==> src/hw/rtl/utd_pkg.sv <==
`timescale 1ns / 1ps
// Types, codes and helper functions shared by the UTF-8 to UCS-2 decoder.
package utd_pkg;

   typedef struct packed {
      logic [7:0] data_byte;
      logic       buffer_end;
   } req_type;

   typedef struct packed {
      logic [15:0] code_unit;
      logic        char_valid;
      logic        buffer_done;
      logic [1:0]  status;
   } rsp_type;

   localparam logic [1:0] STATUS_OK        = 2'd0;
   localparam logic [1:0] STATUS_UNCHANGED = 2'd1;
   localparam logic [1:0] STATUS_MALFORMED = 2'd2;
   localparam logic [1:0] STATUS_TOO_WIDE  = 2'd3;

   localparam logic [1:0] LEAD_SINGLE = 2'd0;
   localparam logic [1:0] LEAD_DOUBLE = 2'd1;
   localparam logic [1:0] LEAD_TRIPLE = 2'd2;
   localparam logic [1:0] LEAD_BAD    = 2'd3;

   localparam int unsigned SUM_WIDTH  = 20;
   localparam logic [7:0]  LATIN1_MAX = 8'hFF;

   function automatic logic [1:0] lead_extra(input logic [7:0] b);
      logic [1:0] ex;
      if (b < 8'hC0) begin
         ex = LEAD_SINGLE;
      end else if (b < 8'hE0) begin
         ex = LEAD_DOUBLE;
      end else if (b < 8'hF0) begin
         ex = LEAD_TRIPLE;
      end else begin
         ex = LEAD_BAD;
      end
      return ex;
   endfunction

   function automatic logic [SUM_WIDTH-1:0] seq_offset(input logic [1:0] len);
      logic [SUM_WIDTH-1:0] off;
      unique case (len)
         LEAD_DOUBLE: off = 20'h03080;
         LEAD_TRIPLE: off = 20'hE2080;
         default:     off = 20'h00000;
      endcase
      return off;
   endfunction

endpackage

==> src/hw/rtl/utd_in_stage.sv <==
`timescale 1ns / 1ps
// Input register stage: holds one transaction until the decode step takes it.
module utd_in_stage (
   input  logic              clock,
   input  logic              reset,
   input  logic              req_valid,
   output logic              req_stall,
   input  utd_pkg::req_type  req_payload,
   input  logic              step,
   output logic              item_valid,
   output utd_pkg::req_type  item
);

   logic             in_valid_ff;
   logic             in_valid_in;
   utd_pkg::req_type in_payload_ff;
   utd_pkg::req_type in_payload_in;

   assign req_stall  = in_valid_ff && !step;
   assign item_valid = in_valid_ff;
   assign item       = in_payload_ff;

   always_comb begin
      in_valid_in   = in_valid_ff;
      in_payload_in = in_payload_ff;
      if (!req_stall) begin
         in_valid_in   = req_valid;
         in_payload_in = req_payload;
      end
   end

   always_ff @(posedge clock) begin
      if (reset) begin
         in_valid_ff <= 1'b0;
      end else begin
         in_valid_ff <= in_valid_in;
      end
   end

   always_ff @(posedge clock) begin
      in_payload_ff <= in_payload_in;
   end

endmodule

==> src/hw/rtl/utd_decode.sv <==
`timescale 1ns / 1ps
// Decode step: sequence state, offset subtraction, range check and status.
module utd_decode (
   input  logic              clock,
   input  logic              reset,
   input  logic              csr_write_enable,
   input  logic              csr_write_data,
   input  logic              step,
   input  utd_pkg::req_type  item,
   output logic              result_valid,
   output utd_pkg::rsp_type  result
);

   localparam int unsigned SW = utd_pkg::SUM_WIDTH;

   logic          target_mode_ff;
   logic [SW-1:0] partial_sum_ff;
   logic [SW-1:0] partial_sum_in;
   logic [1:0]    bytes_left_ff;
   logic [1:0]    bytes_left_in;
   logic [1:0]    sequence_length_ff;
   logic [1:0]    sequence_length_in;
   logic          multibyte_seen_ff;
   logic          multibyte_seen_in;
   logic [1:0]    latched_error_ff;
   logic [1:0]    latched_error_in;

   logic [1:0]    ex;
   logic [SW-1:0] acc;
   logic [1:0]    bl_dec;
   logic [SW:0]   diff;
   logic [SW:0]   ch;
   logic          have_char;
   logic          valid;
   logic          latin1;
   logic          last;
   logic [15:0]   code;
   logic [1:0]    st;

   assign latin1 = target_mode_ff;
   assign last   = item.buffer_end;
   assign ex     = utd_pkg::lead_extra(item.data_byte);
   assign acc    = {partial_sum_ff[SW-7:0], 6'b0} + {{(SW-8){1'b0}}, item.data_byte};
   assign bl_dec = bytes_left_ff - 2'd1;
   assign diff   = {1'b0, acc} - {1'b0, utd_pkg::seq_offset(sequence_length_ff)};

   always_comb begin
      partial_sum_in     = partial_sum_ff;
      bytes_left_in      = bytes_left_ff;
      sequence_length_in = sequence_length_ff;
      multibyte_seen_in  = multibyte_seen_ff;
      latched_error_in   = latched_error_ff;
      have_char          = 1'b0;
      valid              = 1'b0;
      ch                 = '0;
      code               = '0;
      st                 = utd_pkg::STATUS_OK;

      if (latched_error_ff == utd_pkg::STATUS_OK) begin
         if (bytes_left_ff == 2'd0) begin
            unique case (ex)
               utd_pkg::LEAD_BAD: begin
                  latched_error_in = utd_pkg::STATUS_MALFORMED;
               end
               utd_pkg::LEAD_SINGLE: begin
                  ch        = {{(SW-7){1'b0}}, item.data_byte};
                  have_char = 1'b1;
               end
               default: begin
                  if (last) begin
                     latched_error_in = utd_pkg::STATUS_MALFORMED;
                  end else begin
                     partial_sum_in     = {{(SW-8){1'b0}}, item.data_byte};
                     bytes_left_in      = ex;
                     sequence_length_in = ex;
                  end
               end
            endcase
         end else begin
            partial_sum_in = acc;
            bytes_left_in  = bl_dec;
            if (bl_dec == 2'd0) begin
               ch                 = diff;
               have_char          = 1'b1;
               multibyte_seen_in  = 1'b1;
               partial_sum_in     = '0;
               sequence_length_in = 2'd0;
            end else if (last) begin
               latched_error_in   = utd_pkg::STATUS_MALFORMED;
               partial_sum_in     = '0;
               bytes_left_in      = 2'd0;
               sequence_length_in = 2'd0;
            end
         end
         if (have_char) begin
            if (latin1 && (ch[SW] || (ch[SW-1:8] != '0))) begin
               latched_error_in = utd_pkg::STATUS_TOO_WIDE;
            end else begin
               valid = 1'b1;
               code  = latin1 ? {8'b0, ch[7:0] & utd_pkg::LATIN1_MAX} : ch[15:0];
            end
         end
      end

      if (last) begin
         if (latched_error_in != utd_pkg::STATUS_OK) begin
            st = latched_error_in;
         end else if (latin1 && !multibyte_seen_in) begin
            st = utd_pkg::STATUS_UNCHANGED;
         end
         partial_sum_in     = '0;
         bytes_left_in      = 2'd0;
         sequence_length_in = 2'd0;
         multibyte_seen_in  = 1'b0;
         latched_error_in   = utd_pkg::STATUS_OK;
      end

      result_valid       = step && (last || valid);
      result.code_unit   = code;
      result.char_valid  = valid;
      result.buffer_done = last;
      result.status      = st;
   end

   always_ff @(posedge clock) begin
      if (reset) begin
         target_mode_ff     <= 1'b0;
         partial_sum_ff     <= '0;
         bytes_left_ff      <= 2'd0;
         sequence_length_ff <= 2'd0;
         multibyte_seen_ff  <= 1'b0;
         latched_error_ff   <= utd_pkg::STATUS_OK;
      end else begin
         if (csr_write_enable) begin
            target_mode_ff <= csr_write_data;
         end
         if (step) begin
            partial_sum_ff     <= partial_sum_in;
            bytes_left_ff      <= bytes_left_in;
            sequence_length_ff <= sequence_length_in;
            multibyte_seen_ff  <= multibyte_seen_in;
            latched_error_ff   <= latched_error_in;
         end
      end
   end

   assert property (@(posedge clock) disable iff (reset)
      result_valid && !result.buffer_done |->
         result.char_valid && (result.status == utd_pkg::STATUS_OK))
      else $error("mid-buffer transaction without a character or with a status");

   assert property (@(posedge clock) disable iff (reset)
      result_valid && !result.char_valid |-> (result.code_unit == 16'd0))
      else $error("code unit not cleared on an empty transaction");

   assert property (@(posedge clock) disable iff (reset)
      step && item.buffer_end |=>
         (bytes_left_ff == 2'd0) && (latched_error_ff == utd_pkg::STATUS_OK)
         && !multibyte_seen_ff && (partial_sum_ff == '0))
      else $error("state not cleared after buffer end");

   assert property (@(posedge clock) disable iff (reset)
      (latched_error_ff != utd_pkg::STATUS_OK) |-> (bytes_left_ff == 2'd0))
      else $error("open sequence alongside a latched error");

   assert property (@(posedge clock) disable iff (reset)
      result_valid && result.char_valid && target_mode_ff |->
         (result.code_unit[15:8] == 8'd0))
      else $error("Latin-1 character wider than eight bits");

endmodule

==> src/hw/rtl/utd_out_stage.sv <==
`timescale 1ns / 1ps
// Result register stage: holds one result transaction until the consumer takes it.
module utd_out_stage (
   input  logic              clock,
   input  logic              reset,
   input  logic              result_valid,
   input  utd_pkg::rsp_type  result,
   output logic              ready,
   output logic              rsp_valid,
   input  logic              rsp_stall,
   output utd_pkg::rsp_type  rsp_payload
);

   logic             out_valid_ff;
   logic             out_valid_in;
   utd_pkg::rsp_type out_payload_ff;
   utd_pkg::rsp_type out_payload_in;

   assign ready       = !out_valid_ff || !rsp_stall;
   assign rsp_valid   = out_valid_ff;
   assign rsp_payload = out_payload_ff;

   always_comb begin
      out_valid_in   = out_valid_ff;
      out_payload_in = out_payload_ff;
      if (ready) begin
         out_valid_in   = result_valid;
         out_payload_in = result;
      end
   end

   always_ff @(posedge clock) begin
      if (reset) begin
         out_valid_ff <= 1'b0;
      end else begin
         out_valid_ff <= out_valid_in;
      end
   end

   always_ff @(posedge clock) begin
      out_payload_ff <= out_payload_in;
   end

endmodule

==> src/hw/rtl/utf8_to_ucs2_decoder_unit.sv <==
`timescale 1ns / 1ps
// UTF-8 to UCS-2 / Latin-1 decoder, top level. One byte transaction is taken per cycle
// while req_stall is low; each byte passes through the input register and then the
// result register, with the sequence state updated by the single decode step between
// them. A result is produced when a character completes without error, and always for
// the byte flagged as buffer end; other bytes produce none. The mode register is written
// through csr_write_enable/csr_write_data and takes effect on the next decoded byte.
module utf8_to_ucs2_decoder_unit (
   input  logic              clock,
   input  logic              reset,
   input  logic              req_valid,
   output logic              req_stall,
   input  utd_pkg::req_type  req_payload,
   output logic              rsp_valid,
   input  logic              rsp_stall,
   output utd_pkg::rsp_type  rsp_payload,
   input  logic              csr_write_enable,
   input  logic              csr_write_data
);

   logic             item_valid;
   utd_pkg::req_type item;
   logic             out_ready;
   logic             step;
   logic             result_valid;
   utd_pkg::rsp_type result;

   assign step = item_valid && out_ready;

   utd_in_stage u_in_stage (
      .clock       (clock),
      .reset       (reset),
      .req_valid   (req_valid),
      .req_stall   (req_stall),
      .req_payload (req_payload),
      .step        (step),
      .item_valid  (item_valid),
      .item        (item)
   );

   utd_decode u_decode (
      .clock            (clock),
      .reset            (reset),
      .csr_write_enable (csr_write_enable),
      .csr_write_data   (csr_write_data),
      .step             (step),
      .item             (item),
      .result_valid     (result_valid),
      .result           (result)
   );

   utd_out_stage u_out_stage (
      .clock        (clock),
      .reset        (reset),
      .result_valid (result_valid),
      .result       (result),
      .ready        (out_ready),
      .rsp_valid    (rsp_valid),
      .rsp_stall    (rsp_stall),
      .rsp_payload  (rsp_payload)
   );

endmodule
==> config.mk <==
export PLATFORM = sky130hd
export DESIGN_NAME = utf8_to_ucs2_decoder_unit
export DESIGN_NICKNAME = d
export VERILOG_FILES = /design/src/hw/rtl/utd_pkg.sv /design/src/hw/rtl/utd_in_stage.sv /design/src/hw/rtl/utd_decode.sv /design/src/hw/rtl/utd_out_stage.sv /design/src/hw/rtl/utf8_to_ucs2_decoder_unit.sv
export SDC_FILE = /design/constraint.sdc
export NUM_CORES = 1
export LEC_CHECK = 0
export BUFFER_PORTS_ARGS = -buffer_cell sky130_fd_sc_hd__buf_2
export CAP_MARGIN = 20
export CORE_UTILIZATION = 50
export CTS_CLUSTER_SIZE = 14
export DETAILED_ROUTE_END_ITERATION = 8
export GPL_TIMING_DRIVEN = 0
export PLACE_DENSITY = 0.69
export SYNTH_ARGS = -nofsm -noshare
export SYNTH_HDL_FRONTEND = slang
export SYNTH_SLANG_ARGS = --single-unit
==> constraint.sdc <==
create_clock -name clock -period 8.6 [get_ports clock]
set_clock_uncertainty 0.15 [all_clocks]
set_input_delay 0.86 -clock clock [delete_from_list [all_inputs] [get_ports clock]]
set_output_delay 0.86 -clock clock [all_outputs]
set_load 0.02 [all_outputs]
==> flow_metrics.env <==
export IMPL_initial_utilization_pct=52.6
export IMPL_core_um2=6030
export IMPL_synth_avg_cell_area_um2=9.23
export IMPL_drt_drc_violations_left=0
export IMPL_count_of_buffers_inserted_at_the_top_level_ports=36
export IMPL_routed_via_density=5.66
export IMPL_ys_async_sr_fraction_pct=0
export IMPL_yosys_warning_total=0
export IMPL_critPathMaxStageDelay_ns=0.62
export IMPL_worstSetupEndpointType="flop"
export IMPL_drt_pass1_iter_count=4
export IMPL_crit_fanout=10
export IMPL_fin_crit_ns=4.67
export IMPL_overflow=0
export IMPL_static_leakage_power_nw=1.39
export IMPL_root_buffer_master="clkbuf_8"
export IMPL_layout_cells_most_common_list="buf_2, nor2_1, a21oi_1, edfxtp_1, nand2_1"
export IMPL_largest_net_degree_at_the_start_of_global_routing=24
export IMPL_cp_data_required_time_ns=8.52
export IMPL_place_congestion=0.839
export IMPL_worst_setup_path_type="reg2reg"
export IMPL_synth_ff_latch_count=53
export IMPL_tightestPinTransition_ns=0.905
export IMPL_layout_commonest_cell="buf_2"
export IMPL_pwr_density_cell_nw_per_um2=153
export IMPL_max_slew_margin_rel_pct=39.5
export IMPL_totalNegativeSetupSlack_ns=0
export IMPL_crit_path_start_kind="flop"
export IMPL_post_cts_repair_setup_buffers=0
export IMPL_postSynthNetCount=370
export IMPL_groute_usage_overall_pct=23.2
export IMPL_clock_latency_ns=0.32
export IMPL_floorplan_die_area_um2=6660
export IMPL_die_span_in_y_um=81.6
export IMPL_outcome="finished clean"
export IMPL_hold_path_class="reg2reg"
export IMPL_final_layout_size_suffix_gt1_share_pct=16.3
export IMPL_clock_tree_buffer_depth=2
export IMPL_finalSetupViolations=0
export IMPL_ant_nets=0
export IMPL_max_vdd_ir_drop_mv=0.0858
export IMPL_cts_sink_cnt=53
export IMPL_worst_path_buf_inv=2
export IMPL_first_global_vias=2429
export IMPL_cts_resized=0
export IMPL_count_of_flip_flops_with_a_built_in_enable_after_synthesis=29
export IMPL_syn_inst=343
export IMPL_timing_final_ws_setup_ns=3.93
export IMPL_cp_cell_sequence="ha_1 > inv_1 > fa_1 > buf_2 > xor2_1 > ha_1 > nand2_1 > mux2i_1 > nand2_1 > o2bb2ai_1 > a211oi_1 > a41oi_1 > or4b_4 > nor3b_1 > o31a_1"
export IMPL_die_width_um=81.6
export IMPL_tritoncts="built"
export IMPL_detailedPlace_worstSlack_ns=3.98
export IMPL_worst_hold_margin_ns=0.326
export IMPL_num_io_pins=37
export IMPL_crit_arrival_ns=4.58
export IMPL_totalWireLength_um=6950
export IMPL_cts_max_level=2
export IMPL_grt_first_pass_wirelength_um=11700
export IMPL_placed_cells=454
export IMPL_part_of_the_yosys_area_used_for_sequential_elements_pct=42.7
export IMPL_antenna_violations_before_repair=0
export IMPL_finalMaxSlewViolations=0
export IMPL_tritoncts_num_buffers=5
export IMPL_achievable_frequency_mhz=214
export IMPL_postSynth_topFlopCell="edfxtp_1"
export IMPL_final_cell_count_without_fillers=462
export IMPL_cts_hold_buffers_added=0
export IMPL_mappedNetlistArea_um2=3170
export IMPL_max_cap_viols=0
export IMPL_route_detailed_wl_per_inst_um=15.0
export IMPL_library_cell_contributing_the_largest_single_delay_on_the_critical_path="or4b_4"
export IMPL_path_delay_family="simple AND/OR/NAND/NOR gates"
export IMPL_detailroute_via_count=2616
export IMPL_clkTransAtPathRegs_ns=0.11
export IMPL_num_nets_final=413
export IMPL_rrSetupSlack_ns=3.93
export IMPL_min_period_over_period_pct=54.3
export IMPL_ys_types=67
export IMPL_report_final_hold_viol_count=0
export IMPL_drt_iter0_markers=146
export IMPL_row_count=28
export IMPL_unrepaired_setup_endpoints_after_global_routing="no"
export IMPL_n_antenna_cell=0
export IMPL_area_growth_syn_to_layout_pct=12.2
export IMPL_dp_hpwl_um=5300
[per-stage QoR]
stage	cell area (µm²)	util [%]	power (mW)
6_report	3550	59.0	0.544
5_1_grt	3550	59.0	0.568
4_1_cts	3550	59.0	0.546
3_5_place_dp	3440	57.1	0.373
3_3_place_gp	3440	57.1	0.371
2_1_floorplan	3170	-	0.349
[state kept, by name, summed over array words and instances (netlist names), 2 cells and up]
name	cells
u_out_stage.rsp_payload	20
u_decode.partial_sum_ff	14
u_in_stage.item	9
u_decode.bytes_left_ff	2
u_decode.latched_error_ff	2
u_decode.sequence_length_ff	2
[layout make-up]
class / count / area (µm²)
fillers: 556 / 2470
multi-input cells: 253 / 1670
flip-flops and latches: 53 / 1350
repair buffers: 36 / 180
well taps: 75 / 93.8
inverters: 21 / 78.8
plain buffers: 16 / 71.3
clock buffers: 5 / 68.8
clock inverters: 3 / 45.0
[cells in the mapped netlist, drive strengths merged, types with 2 or more instances]
cell type,count,area [µm²]
a211o,2,17.5
nor4,2,12.5
and3b,2,17.5
and3,3,23.8
a21o,2,16.3
nand3,18,90.1
and2,8,50.1
nand2,27,101
xnor2,11,96.3
ha,11,138
o21ai,10,50.1
mux2i,4,40.0
a22oi,3,22.5
a21oi,31,159
nor2b,6,45.0
clkbuf,10,38.8
a211oi,4,30.0
nor2,34,128
edfxtp,29,871
nand4,4,40.0
nand4b,2,17.5
or2,2,12.5
and4,2,20.0
o31a,3,26.3
dfxtp,24,480
xor2,9,78.8
inv,21,78.8
buf,6,32.5
a31oi,9,71.3
nand3b,3,22.5
nor3b,2,15.0
or4b,2,23.8
or3,2,12.5
nor3,11,55.1
o211ai,2,15.0
nand2b,3,18.8
[logic make-up (layout without fill, tap and decap cells)]
family	Yosys count	count (layout)	share of synthesized area (%)
adder cells (fa/ha/maj)	12	12	4.98
AO/OA/AOI/OAI	78	78	16.8
buffers and inverters	37	81	4.74
multiplexers	5	5	1.62
flip-flops	53	53	42.7
XOR/XNOR	20	20	5.53
AND/OR/NAND/NOR	138	138	23.7
[worst reg2reg max path, stage by stage, from the launching register on]
cell and delay [ns]:
edfxtp_1 0.47, ha_1 0.26, inv_1 0.07, fa_1 0.41, buf_2 0.21, xor2_1 0.35, ha_1 0.30, nand2_1 0.07
mux2i_1 0.33, nand2_1 0.14, o2bb2ai_1 0.16, a211oi_1 0.25, a41oi_1 0.18, or4b_4 0.62, nor3b_1 0.17, o31a_1 0.28
[path summary, 6_finish.rpt]
kind                               from                         end  cells past startpoint
max                  u_in_stage.item[7]  u_out_stage.rsp_payload[1]                     15
min          u_decode.partial_sum_ff[0]  u_decode.partial_sum_ff[0]                      2
max reg2reg          u_in_stage.item[7]  u_out_stage.rsp_payload[1]                     15
min reg2reg  u_decode.partial_sum_ff[0]  u_decode.partial_sum_ff[0]                      2
[routing by layer]
metal | vias to the layer above | global-route usage, % | part of all wire [%] | wire length [µm]
li1 | 1324 | - | - | -
met1 | 1224 | 32.8 | 49 | 3400
met2 | 61 | 37.2 | 46 | 3200
met3 | 7 | 3.67 | 4.1 | 287
met4 | 0 | 5.09 | 0.86 | 60
met5 | - | 0 | 0 | 0
[power by group]
part / switching [mW] / total [mW] / internal (mW)
sequential: 0.00683 / 0.287 / 0.280
combinational: 0.0498 / 0.0804 / 0.0306
clock: 0.0885 / 0.176 / 0.0880
Note: power is estimated with default switching activity, not from simulation.
